--- config.mk ---
export PLATFORM = sky130hd
export DESIGN_NAME = lightness_span_normalizer_unit
export DESIGN_NICKNAME = d
export VERILOG_FILES = /design/src/design/lsn_pkg.sv /design/src/design/lightness_span_normalizer_unit.sv
export SDC_FILE = /design/constraint.sdc
export NUM_CORES = 1
export LEC_CHECK = 0
export BUFFER_PORTS_ARGS = -buffer_cell sky130_fd_sc_hd__buf_2
export CAP_MARGIN = 10
export CORE_MARGIN = 4
export CORE_UTILIZATION = 30
export CTS_BUF_LIST = sky130_fd_sc_hd__clkbuf_16
export DETAILED_ROUTE_END_ITERATION = 10
export PLACE_DENSITY = 0.5
export SLEW_MARGIN = 0
export SYNTH_ARGS = -nofsm -noshare
export SYNTH_HDL_FRONTEND = slang
export SYNTH_SLANG_ARGS = --single-unit
--- constraint.sdc ---
create_clock -name clk_i -period 6.8 [get_ports clk_i]
set_clock_uncertainty 0.2 [all_clocks]
set_input_delay 1.02 -clock clk_i [delete_from_list [all_inputs] [get_ports clk_i]]
set_output_delay 1.02 -clock clk_i [all_outputs]
set_load 0.05 [all_outputs]
--- src/design/lsn_pkg.sv ---
`default_nettype none

package lsn_pkg;

  // Input and result layouts of the normalizer channels.
  typedef struct packed {
    logic [15:0] level;
    logic        is_last;
  } lsn_in_t;

  typedef struct packed {
    logic [15:0] from_lightest;
    logic [15:0] from_darkest;
    logic [15:0] range_width;
    logic [14:0] percent_q8;
    logic        flat_batch;
    logic        overflowed;
    logic        final_result;
  } lsn_out_t;

  typedef enum logic [2:0] {
    ST_LOAD,
    ST_READ,
    ST_SPAN,
    ST_SCALE,
    ST_DIV,
    ST_OUT
  } lsn_state_e;

  // 100 percent in Q.8.
  localparam logic [14:0] PCT_SCALE = 15'd25600;

  // The quotient never exceeds PCT_SCALE, so only its low 15 bits are developed.
  localparam int unsigned QUO_W     = 15;
  localparam int unsigned DIV_CNT_W = 4;

endpackage

`default_nettype wire

--- src/design/lightness_span_normalizer_unit.sv ---
// Lightness span normalizer.
// The input channel (in_valid_i / in_ready_o / in_item_i) takes one lightness
// value per item. The final value of a batch carries is_last. Up to MAX_ITEMS
// values are stored in an internal memory while the darkest and lightest values
// are tracked. Values that arrive after the store is full are dropped, and the
// overflowed flag is raised on every result of that batch.
// During loading, in_ready_o is high and a value is taken whenever in_valid_i is high.
// After the is_last item is accepted, the block stops taking items and emits
// one result item per stored value on the output channel
// (out_valid_o / out_ready_i / out_item_o), in arrival order.
// Each result passes through one memory read, one subtract stage, one
// multiply by 25600, and 15 steps of the shared restoring divider, and
// then sits in the output register.
// While the receiver stalls, the result holds in the output register and
// the divider waits. After the final result is taken, the batch state
// clears and in_ready_o rises again.
// Reset puts the block in the loading state with an empty batch.
// The memory contents are not cleared.
`default_nettype none

module lightness_span_normalizer_unit
  import lsn_pkg::*;
#(
  parameter int unsigned MAX_ITEMS = 64
) (
  input  wire logic     clk_i,
  input  wire logic     rst_ni,
  input  wire logic     in_valid_i,
  output logic          in_ready_o,
  input  wire lsn_in_t  in_item_i,
  output logic          out_valid_o,
  input  wire logic     out_ready_i,
  output lsn_out_t      out_item_o
);

  localparam int unsigned IdxW = $clog2(MAX_ITEMS);
  localparam int unsigned CntW = $clog2(MAX_ITEMS + 1);
  localparam logic [CntW-1:0] CntMax = CntW'(MAX_ITEMS);
  localparam logic [DIV_CNT_W-1:0] DivLast = DIV_CNT_W'(QUO_W - 1);

  lsn_state_e state_q, state_d;

  // Batch state.
  logic [15:0]     mem_q [MAX_ITEMS];
  logic [CntW-1:0] count_q;
  logic [15:0]     min_q;
  logic [15:0]     max_q;
  logic            drop_q;

  // Output sequencing and divider.
  logic [IdxW-1:0]      rd_idx_q;
  logic [15:0]          rd_data_q;
  logic [15:0]          above_q;
  logic [15:0]          span_q;
  logic [15:0]          rem_q;
  logic [QUO_W-1:0]     low_q;
  logic [QUO_W-1:0]     quo_q;
  logic [DIV_CNT_W-1:0] step_q;
  lsn_out_t             out_q;

  logic            in_fire;
  logic            out_fire;
  logic            has_room;
  logic            is_final;
  logic [30:0]     product;
  logic [17:0]     trial;
  logic            borrow;

  assign in_fire  = in_valid_i && in_ready_o;
  assign out_fire = out_valid_o && out_ready_i;
  assign has_room = (count_q < CntMax);
  assign is_final = ((CntW'(rd_idx_q) + CntW'(1)) == count_q);

  // Scaled offset; it stays below 2^31 for any 16-bit offset.
  assign product = 31'(above_q) * 31'(PCT_SCALE);

  // One restoring division step: shift in the next dividend bit and try
  // to subtract the span.
  assign trial  = {1'b0, rem_q, low_q[QUO_W-1]} - {2'b00, span_q};
  assign borrow = trial[17];

  // Next-state logic.
  always_comb begin
    state_d = state_q;
    unique case (state_q)
      ST_LOAD: begin
        if (in_fire && in_item_i.is_last) begin
          state_d = ST_READ;
        end
      end
      ST_READ:  state_d = ST_SPAN;
      ST_SPAN:  state_d = ST_SCALE;
      ST_SCALE: state_d = ST_DIV;
      ST_DIV: begin
        if (step_q == DivLast) begin
          state_d = ST_OUT;
        end
      end
      ST_OUT: begin
        if (out_fire) begin
          state_d = is_final ? ST_LOAD : ST_READ;
        end
      end
      default: state_d = ST_LOAD;
    endcase
  end

  // Handshake outputs.
  always_comb begin
    in_ready_o  = 1'b0;
    out_valid_o = 1'b0;
    unique case (state_q)
      ST_LOAD: in_ready_o  = 1'b1;
      ST_OUT:  out_valid_o = 1'b1;
      default: begin
        in_ready_o  = 1'b0;
        out_valid_o = 1'b0;
      end
    endcase
  end

  assign out_item_o = out_q;

  always_ff @(posedge clk_i or negedge rst_ni) begin
    if (!rst_ni) begin
      state_q <= ST_LOAD;
    end else begin
      state_q <= state_d;
    end
  end

  // The value store is written during loading and read one entry at a time.
  always_ff @(posedge clk_i) begin
    if (in_fire && has_room) begin
      mem_q[count_q[IdxW-1:0]] <= in_item_i.level;
    end
  end

  always_ff @(posedge clk_i) begin
    rd_data_q <= mem_q[rd_idx_q];
  end

  // Batch bookkeeping. The first stored value seeds both extremes.
  always_ff @(posedge clk_i or negedge rst_ni) begin
    if (!rst_ni) begin
      count_q  <= '0;
      min_q    <= '0;
      max_q    <= '0;
      drop_q   <= 1'b0;
      rd_idx_q <= '0;
    end else begin
      if (in_fire) begin
        if (has_room) begin
          count_q <= count_q + CntW'(1);
          if (count_q == '0) begin
            min_q <= in_item_i.level;
            max_q <= in_item_i.level;
          end else begin
            if (in_item_i.level > max_q) begin
              max_q <= in_item_i.level;
            end
            if (in_item_i.level < min_q) begin
              min_q <= in_item_i.level;
            end
          end
        end else begin
          drop_q <= 1'b1;
        end
        rd_idx_q <= '0;
      end
      if ((state_q == ST_OUT) && out_fire) begin
        if (is_final) begin
          count_q  <= '0;
          min_q    <= '0;
          max_q    <= '0;
          drop_q   <= 1'b0;
          rd_idx_q <= '0;
        end else begin
          rd_idx_q <= rd_idx_q + IdxW'(1);
        end
      end
    end
  end

  always_ff @(posedge clk_i or negedge rst_ni) begin
    if (!rst_ni) begin
      step_q <= '0;
    end else if (state_q == ST_DIV) begin
      step_q <= step_q + DIV_CNT_W'(1);
    end else begin
      step_q <= '0;
    end
  end

  // Datapath of one result.
  always_ff @(posedge clk_i) begin
    unique case (state_q)
      ST_SPAN: begin
        above_q                  <= rd_data_q - min_q;
        span_q                   <= max_q - min_q;
        out_q.from_lightest      <= max_q - rd_data_q;
        out_q.from_darkest       <= rd_data_q - min_q;
        out_q.range_width        <= max_q - min_q;
        out_q.flat_batch         <= (max_q == min_q);
        out_q.overflowed         <= drop_q;
        out_q.final_result       <= is_final;
      end
      ST_SCALE: begin
        // The top 16 bits of the scaled offset are already below the span,
        // so the division starts there and develops 15 quotient bits.
        rem_q <= product[30:QUO_W];
        low_q <= product[QUO_W-1:0];
        quo_q <= '0;
      end
      ST_DIV: begin
        rem_q <= borrow ? {rem_q[14:0], low_q[QUO_W-1]} : trial[15:0];
        low_q <= {low_q[QUO_W-2:0], 1'b0};
        quo_q <= {quo_q[QUO_W-2:0], ~borrow};
        if (step_q == DivLast) begin
          // A flat batch gives zero in place of the meaningless quotient.
          out_q.percent_q8 <= out_q.flat_batch ? '0 : {quo_q[QUO_W-2:0], ~borrow};
        end
      end
      default: begin
      end
    endcase
  end

endmodule

`default_nettype wire

==> results of run 1 <==
## synthesized netlist by cell type, drive strengths merged, types with 24 or more instances
library cell  instances
edfxtp             1125
mux4                336
inv                 156
ha                  149
nor2                145
nand2               108
buf                  56
dfrtp                53
clkbuf               51
a21oi                47
o21ai                46
xnor2                46
mux2i                43
nor2b                30
a21o                 24
nor3                 24
## flip-flops by register name, indices dropped and copies added, names as in the netlist
| signal | flops |
|---|---|
| max_q | 16 |
| quo_q | 14 |
| rd_idx_q | 6 |
| step_q | 4 |
| min_q | 16 |
| low_q | 5 |
| mem_q | 1024 |
| state_q | 3 |
| drop_q | 1 |
| count_q | 7 |
| rd_data_q | 16 |
| rem_q | 16 |
| out_item_o | 66 |
## power groups by stage
stage                     Combinational (mW)  Clock, mW  Sequential (mW)
after global routing                    11.1       7.46             9.58
after detailed placement                10.2          0             9.68
after floorplan                         6.97          0             9.84
after global placement                  10.2          0             9.67
after CTS                               10.2       7.13             9.53
final                                   10.0       6.95             9.50
## area by class of cell
type / count / area, µm² / share of cell area (%)
antenna: 1 / 2.50 / 0.00427
clock inverter: 106 / 866 / 1.48
clock buffer: 134 / 3350 / 5.73
timing repair buffer: 179 / 1190 / 2.03
tap: 2204 / 2760 / 4.71
inverter: 156 / 586 / 1.00
sequential: 1194 / 35400 / 60.5
multi-input combinational: 1259 / 14400 / 24.5
## cells in the final DEF, fill, tap and decap left out, types with 9 or more instances in the layout
master	instances
sky130_fd_sc_hd__clkinv_1	29
sky130_fd_sc_hd__nand4_1	17
sky130_fd_sc_hd__nand2_1	108
sky130_fd_sc_hd__clkbuf_16	134
sky130_fd_sc_hd__nor2b_1	29
sky130_fd_sc_hd__inv_1	198
sky130_fd_sc_hd__or2_2	9
sky130_fd_sc_hd__xor2_1	22
sky130_fd_sc_hd__bufinv_16	10
sky130_fd_sc_hd__o21a_1	21
sky130_fd_sc_hd__and2_1	17
sky130_fd_sc_hd__o21ai_0	45
sky130_fd_sc_hd__a21o_1	24
sky130_fd_sc_hd__nand3_1	22
sky130_fd_sc_hd__a211oi_1	16
sky130_fd_sc_hd__fa_1	15
sky130_fd_sc_hd__a21oi_1	46
sky130_fd_sc_hd__o211ai_1	9
sky130_fd_sc_hd__buf_2	88
sky130_fd_sc_hd__or3_1	10
sky130_fd_sc_hd__mux4_2	336
sky130_fd_sc_hd__nor2_1	125
sky130_fd_sc_hd__ha_1	149
sky130_fd_sc_hd__and3_1	9
sky130_fd_sc_hd__mux2i_1	43
sky130_fd_sc_hd__nor2_2	20
sky130_fd_sc_hd__dfrtp_1	49
sky130_fd_sc_hd__nor3_1	24
sky130_fd_sc_hd__xnor2_1	46
sky130_fd_sc_hd__edfxtp_1	1125
sky130_fd_sc_hd__buf_4	86
sky130_fd_sc_hd__a31oi_1	11
sky130_fd_sc_hd__dfxtp_1	16
## metrics by stage
step	setup slack (ns)	instances	power, mW	utilization (%)	area (µm²)
3_3_place_gp	2.71	4992	19.9	32.4	54300
3_5_place_dp	2.69	4992	19.9	32.4	54300
6_report	2.67	5233	26.5	34.9	58500
5_1_grt	2.45	5232	28.2	34.9	58500
2_1_floorplan	1.80	2716	16.8	-	50800
4_1_cts	2.69	5232	26.9	34.9	58500
## how the worst max path moves through the flow
| stage | startpoint | end | slack [ns] | cells past startpoint |
|---|---|---|---|---|
| after detailed placement | in_valid_i | mem_q[51][0] | 2.69 | 6 |
| after CTS | out_item_o[36] | rem_q[15] | 2.69 | 11 |
| after floorplan | state_q[0] | out_item_o[0] | 1.80 | 2 |
| final | out_item_o[36] | rem_q[15] | 2.67 | 11 |
| after global placement | in_item_i[3] | min_q[15] | 2.71 | 9 |
| after global routing | out_item_o[37] | rem_q[15] | 2.45 | 13 |
## logic make-up after synthesis
logic type                 count (synthesis)  synth area share (%)
muxes                                    379                  15.7
xor gates and xnor gates                  68                  1.17
DFF                                     1194                  69.7
and+or+nand+nor                          421                  3.93
buffers and inverters                    263                  2.17
AOI/OAI and AO/OA                        227                  3.04
adders and majority gates                164                  4.26
## layer usage
metal | global-route usage, % | wire length, µm | up-vias
li1 | - | - | 11292
met3 | 2.64 | 6000 | 162
met5 | 0 | 0 | -
met4 | 3.53 | 2570 | 0
met1 | 21.3 | 60700 | 13713
met2 | 25.7 | 66100 | 612
==> summary by stage, run 1 <==
Status
The flow ran to the end, and the final reports show no timing, DRC or antenna violations.

Hold path
The type of the worst min-delay path is input pin to asynchronous set/reset pin.

Clocking
For this design, the CTS-stage hold fixing added 0 buffers. The clock tree root buffer cell is sky130_fd_sc_hd__clkbuf_16. The buffer levels on the longest clock path is 3.

Clock-pin slew was measured on the worst setup and hold paths at about 0.05 ns. Post-CTS repair changed the size of 0 cells. The clock tree from TritonCTS is built. At the later pin of the worst-skew pair, clock insertion delay measures 0.76 ns. The total clock sinks is 1194.

Buffers added to address setup during post-CTS repair amount to 0. The level count of the clock H-tree is 4. The number of clock buffers inserted by TritonCTS is about 130.

Place
The HPWL after detailed placement is 87300 µm. At the end of routability-driven placement, the weighted congestion stood at between 0.8 and 0.9. The count of buffers from port buffering is 88.

Power and ir drop
The power density over the cells is about 450 nW/µm². The switching part of the total is 35.6%. The total leakage power is 19.7 nW. The internal power summed over all cells is ~17 mW. The worst-case IR drop observed on VDD is approximately 0.32 mV. The switching component of the power is between 9 and 10 mW. The register share of total power is a little over a third. The clock network burns around a quarter of the power.

The logic gate share of total power is 37.9%.

Drt
The number of detailed-routing iterations run before antenna repair is 5. The vias per cell is about 4.9. For this block, the initial DRC count from the detailed router was around 2100. After detailed routing, the average wire length per cell comes to around 26 µm. The final route contains ~26000 vias.

The count of nets left with antenna violations after detail routing is 0. The routed wire length is between 100000 and 150000 µm. For this run, design rule violations remaining after detail routing come to 0.

Final layout
Compared with the post-synthesis result, the final layout area differs by 15.2%. The number of nets in the layout is just over 3000. Of the cells placed in the final design, the portion with a size suffix greater than 1 is about 24%.

After filler insertion, the fill cell instance count of the layout stands at 15862.

Setup path
In this design, the largest share of critical-path delay is due to compound AO/OA/AOI/OAI gates. The maximum net fanout on the critical path is 5. The worst setup path is launched from a register. The critical path contains buffers and inverters numbering 0 combined. The critical path goes through ha_1 > ha_1 > fa_1 > ha_1 > a211oi_1 > nor2_1 > o21ai_0 > a311oi_1 > o31a_1 > or3_1 > a31o_2. At the worst endpoint, the required time is 7.11 ns. The endpoint identified for the worst register-to-register timing path is rem_q[15].

The most frequent cell on the critical path is sky130_fd_sc_hd__ha_1. The capturing element type of the critical path is a register. The number of cells on the worst reg-to-reg path is 11. For this run, the slowest stage of the critical path takes 0.44 ns. On the critical path, the stage with the largest delay is an instance of sky130_fd_sc_hd__edfxtp_1.

The arrival time at the worst endpoint is 4.45 ns. In this run the critical register-to-register path is launched from out_item_o[36]. The reg-to-reg setup timing slack is about 2.7 ns. The critical path start-end classification is register to register.

STA
Setup repair after global routing left no endpoint under its margin. The maximum clock frequency is about 240 MHz. The post-route worst hold slack is 0.243 ns. Counting I/O delays and the setup requirement, the final critical path takes between 4 and 5 ns. The transition at the pin with the smallest max-transition slack is 1.11 ns.

Setup violations remaining at the end of the flow were counted as 0. The count of pins over their slew limit was 0. Adding up every negative setup slack in the final design gives 0 ns.

Headroom to the max-slew limit came out at between 20% and 30%. After layout, the worst path uses a little over 60% of the clock period. The final number of hold-violating endpoints is 0.

Synthesis
The count of distinct cell types in the synthesized netlist is between 60 and 70. The combined area of all synthesized cells is slightly above 50000 µm². The most used flip-flop cell after synthesis is sky130_fd_sc_hd__edfxtp_1. The biggest area contributor in the post-synthesis netlist is sky130_fd_sc_hd__edfxtp_1. Counting flops with a built-in enable in the synthesized netlist gives approximately 1100. Yosys printed 0 warnings.

The fraction of post-synthesis cell area in the top cell type by area is roughly 66%. The instance count of the mapped netlist is about 2700. Of the synthesized area, sequential elements account for a little over two thirds. In this run, synthesis produced a sequential element count of between 1000 and 1500. The post-synth net total is 2901. After synthesis, the share of flip-flops with an asynchronous set or reset is 4.44%.

Sorting the synthesized cells by area gives the leading types as sky130_fd_sc_hd__edfxtp_1 66%, sky130_fd_sc_hd__mux4_2 15%, sky130_fd_sc_hd__ha_1 3.7%. The average instance area after synthesis is between 15 and 20 µm².

Floorplan
The number of placement rows is 150. The core region area is around 170000 µm². The number of top-level pins is a little under 90. The starting density of the core is just over 30%. The floorplan step defined a die boundary enclosing between 150000 and 200000 µm². The die is between 400 and 500 µm wide. The height of the chip is roughly 420 µm.

Run
The tool flagged a number of max-cap violations equal to 0.

Global route
The number of antenna violations at the first check in global routing is 11. Across every metal layer, demand over resource in global routing totals between 10% and 20%. Global routing finished with a remaining overflow of 0. The largest net degree at the start of global routing is between 100 and 150. The first global-routing pass estimated 196000 µm of wire.

The number of global-route vias before repair is 26469.
Power figures use the tool's default switching activity.
==> run 2, diff against run 1 <==
--- a/config.mk
+++ b/config.mk
@@ -11,7 +11,7 @@
 export CORE_UTILIZATION = 30
 export CTS_BUF_LIST = sky130_fd_sc_hd__clkbuf_16
 export DETAILED_ROUTE_END_ITERATION = 10
-export PLACE_DENSITY = 0.5
+export PLACE_DENSITY = 0.52
 export SLEW_MARGIN = 0
 export SYNTH_ARGS = -nofsm -noshare
 export SYNTH_HDL_FRONTEND = slang
==> constraint.sdc (replaced) <==
create_clock -name clk_i -period 3.6 [get_ports clk_i]
set_clock_uncertainty 0.2 [all_clocks]
set_input_delay 0.54 -clock clk_i [delete_from_list [all_inputs] [get_ports clk_i]]
set_output_delay 0.54 -clock clk_i [all_outputs]
set_load 0.05 [all_outputs]
==> summary by stage, run 2 (synthesized netlist as in run 1, its figures left out) <==
Status
Outcome: complete, but fails checks (was finished, final reports clean). The final reports fail on setup timing.

Drt
The count of nets left with antenna violations after detail routing is 0 (unchanged). The number of vias in the routed layout is 26149 (was 25779). The count of routing violations after the opening detailed-route iteration is 2268 (was 2106).

The routed wire length is 133000 µm (was 135000 µm). The number of detailed-routing iterations run before antenna repair came to 5 (unchanged). The number of design rule violations left after detail routing is 0 (unchanged). The vias per cell is 4.86 (was 4.93). The detailed-route wire length per cell is 24.8 µm (was 25.9 µm).

Floorplan
The chip width is 420 µm (unchanged). The floorplan die area is 176000 µm² (unchanged). The core region area came to 168000 µm² (unchanged). The starting density of the core was 30.3% (unchanged). The number of top-level pins was 89 (unchanged).

The number of placement rows is 150 (unchanged). The height of the chip came to 420 µm (unchanged).

STA
The transition at the pin with the smallest max-transition slack is 1.04 ns (was 1.11 ns). Setup repair after global routing missed its margin: true (was false). The part of the cycle the worst path needs is 102% (was 60.8%). The clock period minus final worst setup slack came to 3.67 ns (was 4.13 ns). The worst slew margin relative to its limit is 30.7% (was 25.7%). The setup TNS after final layout is -0.142 ns (was 0 ns).

The post-route worst hold slack came to 0.0580 ns (was 0.243 ns). The count of pins over their slew limit is 0 (unchanged). The setup-violating endpoint count in the final report is 3 (was 0). The setup slack of the critical path after layout is -0.0657 ns (was 2.67 ns). The maximum clock frequency came to 273 MHz (was 242 MHz). The final number of hold-violating endpoints was 0 (unchanged).

Global route
The number of antenna violations at the first check in global routing was 21 (was 11). The aggregate global routing overflow is 0 (unchanged). The number of global-route vias before repair came to 26633 (was 26469).

The first-pass GRT wire length is 193000 µm (was 196000 µm). The largest net degree at the start of global routing is 66 (was 125). The overall track demand over capacity in global routing is 15.2% (was 15.5%).

Power and ir drop
The power density over the cells is 876 nW/µm² (was 452 nW/µm²). The internal power summed over all cells is 34.0 mW (was 17.0 mW). The switching part of the total came to 35.4% (was 35.6%).

The register share of total power is 33.7% (was 35.9%). The total leakage power is 20.5 nW (was 19.7 nW). The maximum vdd drop was 0.777 mV (was 0.316 mV). The logic gate share of total power is 41.6% (was 37.9%).

The switching component of the power was 18.6 mW (was 9.43 mW). The share of power burned in the clock network is 24.8% (was 26.2%).

Final layout
The signed area change from the synthesized netlist to the final layout is 18.3% (was 15.2%). Top library cells by usage in the layout, fill and taps aside: 1125 x sky130_fd_sc_hd__edfxtp_1, 336 x sky130_fd_sc_hd__mux4_2, 208 x sky130_fd_sc_hd__buf_4 (was 1125 x sky130_fd_sc_hd__edfxtp_1, 336 x sky130_fd_sc_hd__mux4_2, 198 x sky130_fd_sc_hd__inv_1). The number of nets in the layout is 3256 (was 3107). The fraction of final layout cells with drive strength greater than 1 is 28.2% (was 24.0%).

The number of standard cells in the layout, taps in and fillers out was 5379 (was 5233). The most common cell after layout, fill and taps aside is sky130_fd_sc_hd__edfxtp_1 (unchanged). The post-route core utilization is 35.8% (was 34.9%). The layout filler cell count is 15766 (was 15862). The flip-flop count of the largest register, all copies and words added is 1024 (unchanged).

Setup path
The library cell contributing the largest single delay on the critical path is sky130_fd_sc_hd__fa_1 (was sky130_fd_sc_hd__edfxtp_1). The maximum net fanout on the critical path is 4 (was 5). The capturing element type of the critical path is a register (unchanged). The arrival time at the worst endpoint is 3.95 ns (was 4.45 ns).

The critical path start-end classification is register to register (unchanged). The startpoint class of the critical path is a register (unchanged). Ordered cell list for the critical path: ha_1 > ha_1 > inv_1 > fa_1 > inv_1 > ha_4 > a21oi_4 > nand2_1 > o21ai_2 > a311oi_1 > o31a_1 > or3_1 > a31o_2 (was ha_1 > ha_1 > fa_1 > ha_1 > a211oi_1 > nor2_1 > o21ai_0 > a311oi_1 > o31a_1 > or3_1 > a31o_2). The largest stage delay on the critical path is 0.47 ns (was 0.44 ns).

The data required time of the worst path is 3.88 ns (was 7.11 ns).

Clocking
The number of clock buffers inserted by TritonCTS is 132 (unchanged). The clock slew seen by the registers of the worst setup and hold paths is 0.06 ns (was 0.05 ns). The total clock sinks is 1194 (unchanged). The clock latency on the worst-skew pair was 0.76 ns (about the same). The level count of the clock H-tree came to 4 (unchanged). The buffer levels on the longest clock path is 3 (unchanged). The clock tree from TritonCTS is built (unchanged). The clock tree root buffer cell was sky130_fd_sc_hd__clkbuf_16 (unchanged).

Place
The instance count after placement with tap cells included is 5125 (was 4992). The HPWL after detailed placement is 88400 µm (was 87300 µm). The count of buffers from port buffering was 88 (unchanged). The last weighted congestion value of the routability-driven placer came to 0.800 (was 0.807).

Hold path
The type of the worst min-delay path is input pin to register (was input pin to asynchronous set/reset pin).

Run
The max capacitance violation total is 0 (unchanged).
==> run 2: cell types whose count changed in the layout (fill, tap and decap cells not counted), moves of 4 or more <==
| cell | delta |
|---|---|
| sky130_fd_sc_hd__inv_1 | -9 |
| sky130_fd_sc_hd__clkinv_16 | +7 |
| sky130_fd_sc_hd__o21ai_0 | -4 |
| sky130_fd_sc_hd__buf_4 | +122 |
| sky130_fd_sc_hd__ha_1 | -5 |
| sky130_fd_sc_hd__nor2_1 | -12 |
| sky130_fd_sc_hd__dlygate4sd3_1 | +7 |
| sky130_fd_sc_hd__nor2_2 | +12 |
| sky130_fd_sc_hd__ha_4 | +5 |
| sky130_fd_sc_hd__buf_12 | +20 |
==> run 2: cell type report <==
type / instances / area (µm²) / share of cell area (%)
repair buffers: 328 / 2570 / 4.28
multi-input cells: 1259 / 14500 / 24.1
inverters: 156 / 586 / 0.974
diodes: 3 / 7.51 / 0.0125
clock buffers: 133 / 3330 / 5.54
well taps: 2204 / 2760 / 4.59
flip-flops and latches: 1194 / 35400 / 59.0
clock inverters: 102 / 920 / 1.53
==> run 2: repair_timing <==
| action | CTS | global route |
|---|---|---|
| setup endpoints to repair | 4 | 6 |
| setup buffers | 6 | 3 |
| hold endpoints to repair | 69 | 0 |
| pin swaps | 5 | 8 |
| hold buffers | 7 | 0 |
| gates resized for setup | 6 | 6 |
==> run 2: metrics by stage <==
| step | setup slack [ns] | power (mW) | cell area [µm²] |
|---|---|---|---|
| after floorplan | -0.228 | 32.1 | 50900 |
| after global placement | -0.159 | 39.6 | 55700 |
| after detailed placement | -0.142 | 39.7 | 55700 |
| after CTS | -0.0743 | 53.2 | 60100 |
| after global routing | -0.248 | 56.0 | 60100 |
| final | -0.0657 | 52.7 | 60100 |
==> run 2: final timing paths <==
check / cells past startpoint / slack [ns] / start / endpoint
max: 13 / -0.07 / out_item_o[41] / rem_q[15]
min: 4 / 0.06 / in_item_i[0] / state_q[0]
max reg2reg: 13 / -0.07 / out_item_o[41] / rem_q[15]
min reg2reg: 0 / 0.26 / drop_q / out_item_o[1]
max in group asynchronous: 3 / 2.01 / rst_ni / max_q[1]
min in group asynchronous: 2 / 0.34 / rst_ni / step_q[3]
==> run 2: power by group through the flow <==
stage	Clock (mW)	Combinational [mW]	Sequential [mW]
final	13.1	21.9	17.7
after global routing	14.1	24.1	17.9
after CTS	13.4	22.0	17.8
after detailed placement	0	21.6	18.1
after global placement	0	21.6	18.0
after floorplan	0	13.5	18.6
==> run 2: worst max-delay path: cells and delay by family (launching register included) <==
family,cells,cell delay [ns]
adders and majority gates,4,1.28
buffers and inverters,2,0.10
AOI/OAI and AO/OA,5,0.96
and+or+nand+nor,2,0.39
DFF,1,0.46
==> run 2: per-layer routing <==
| layer | GRT usage, % | up-vias | wire, µm |
|---|---|---|---|
| li1 | - | 11582 | - |
| met1 | 20.7 | 13740 | 58700 |
| met2 | 24.9 | 631 | 64600 |
| met3 | 3.05 | 194 | 6930 |
| met4 | 3.91 | 2 | 3140 |
| met5 | 0 | - | 13 |
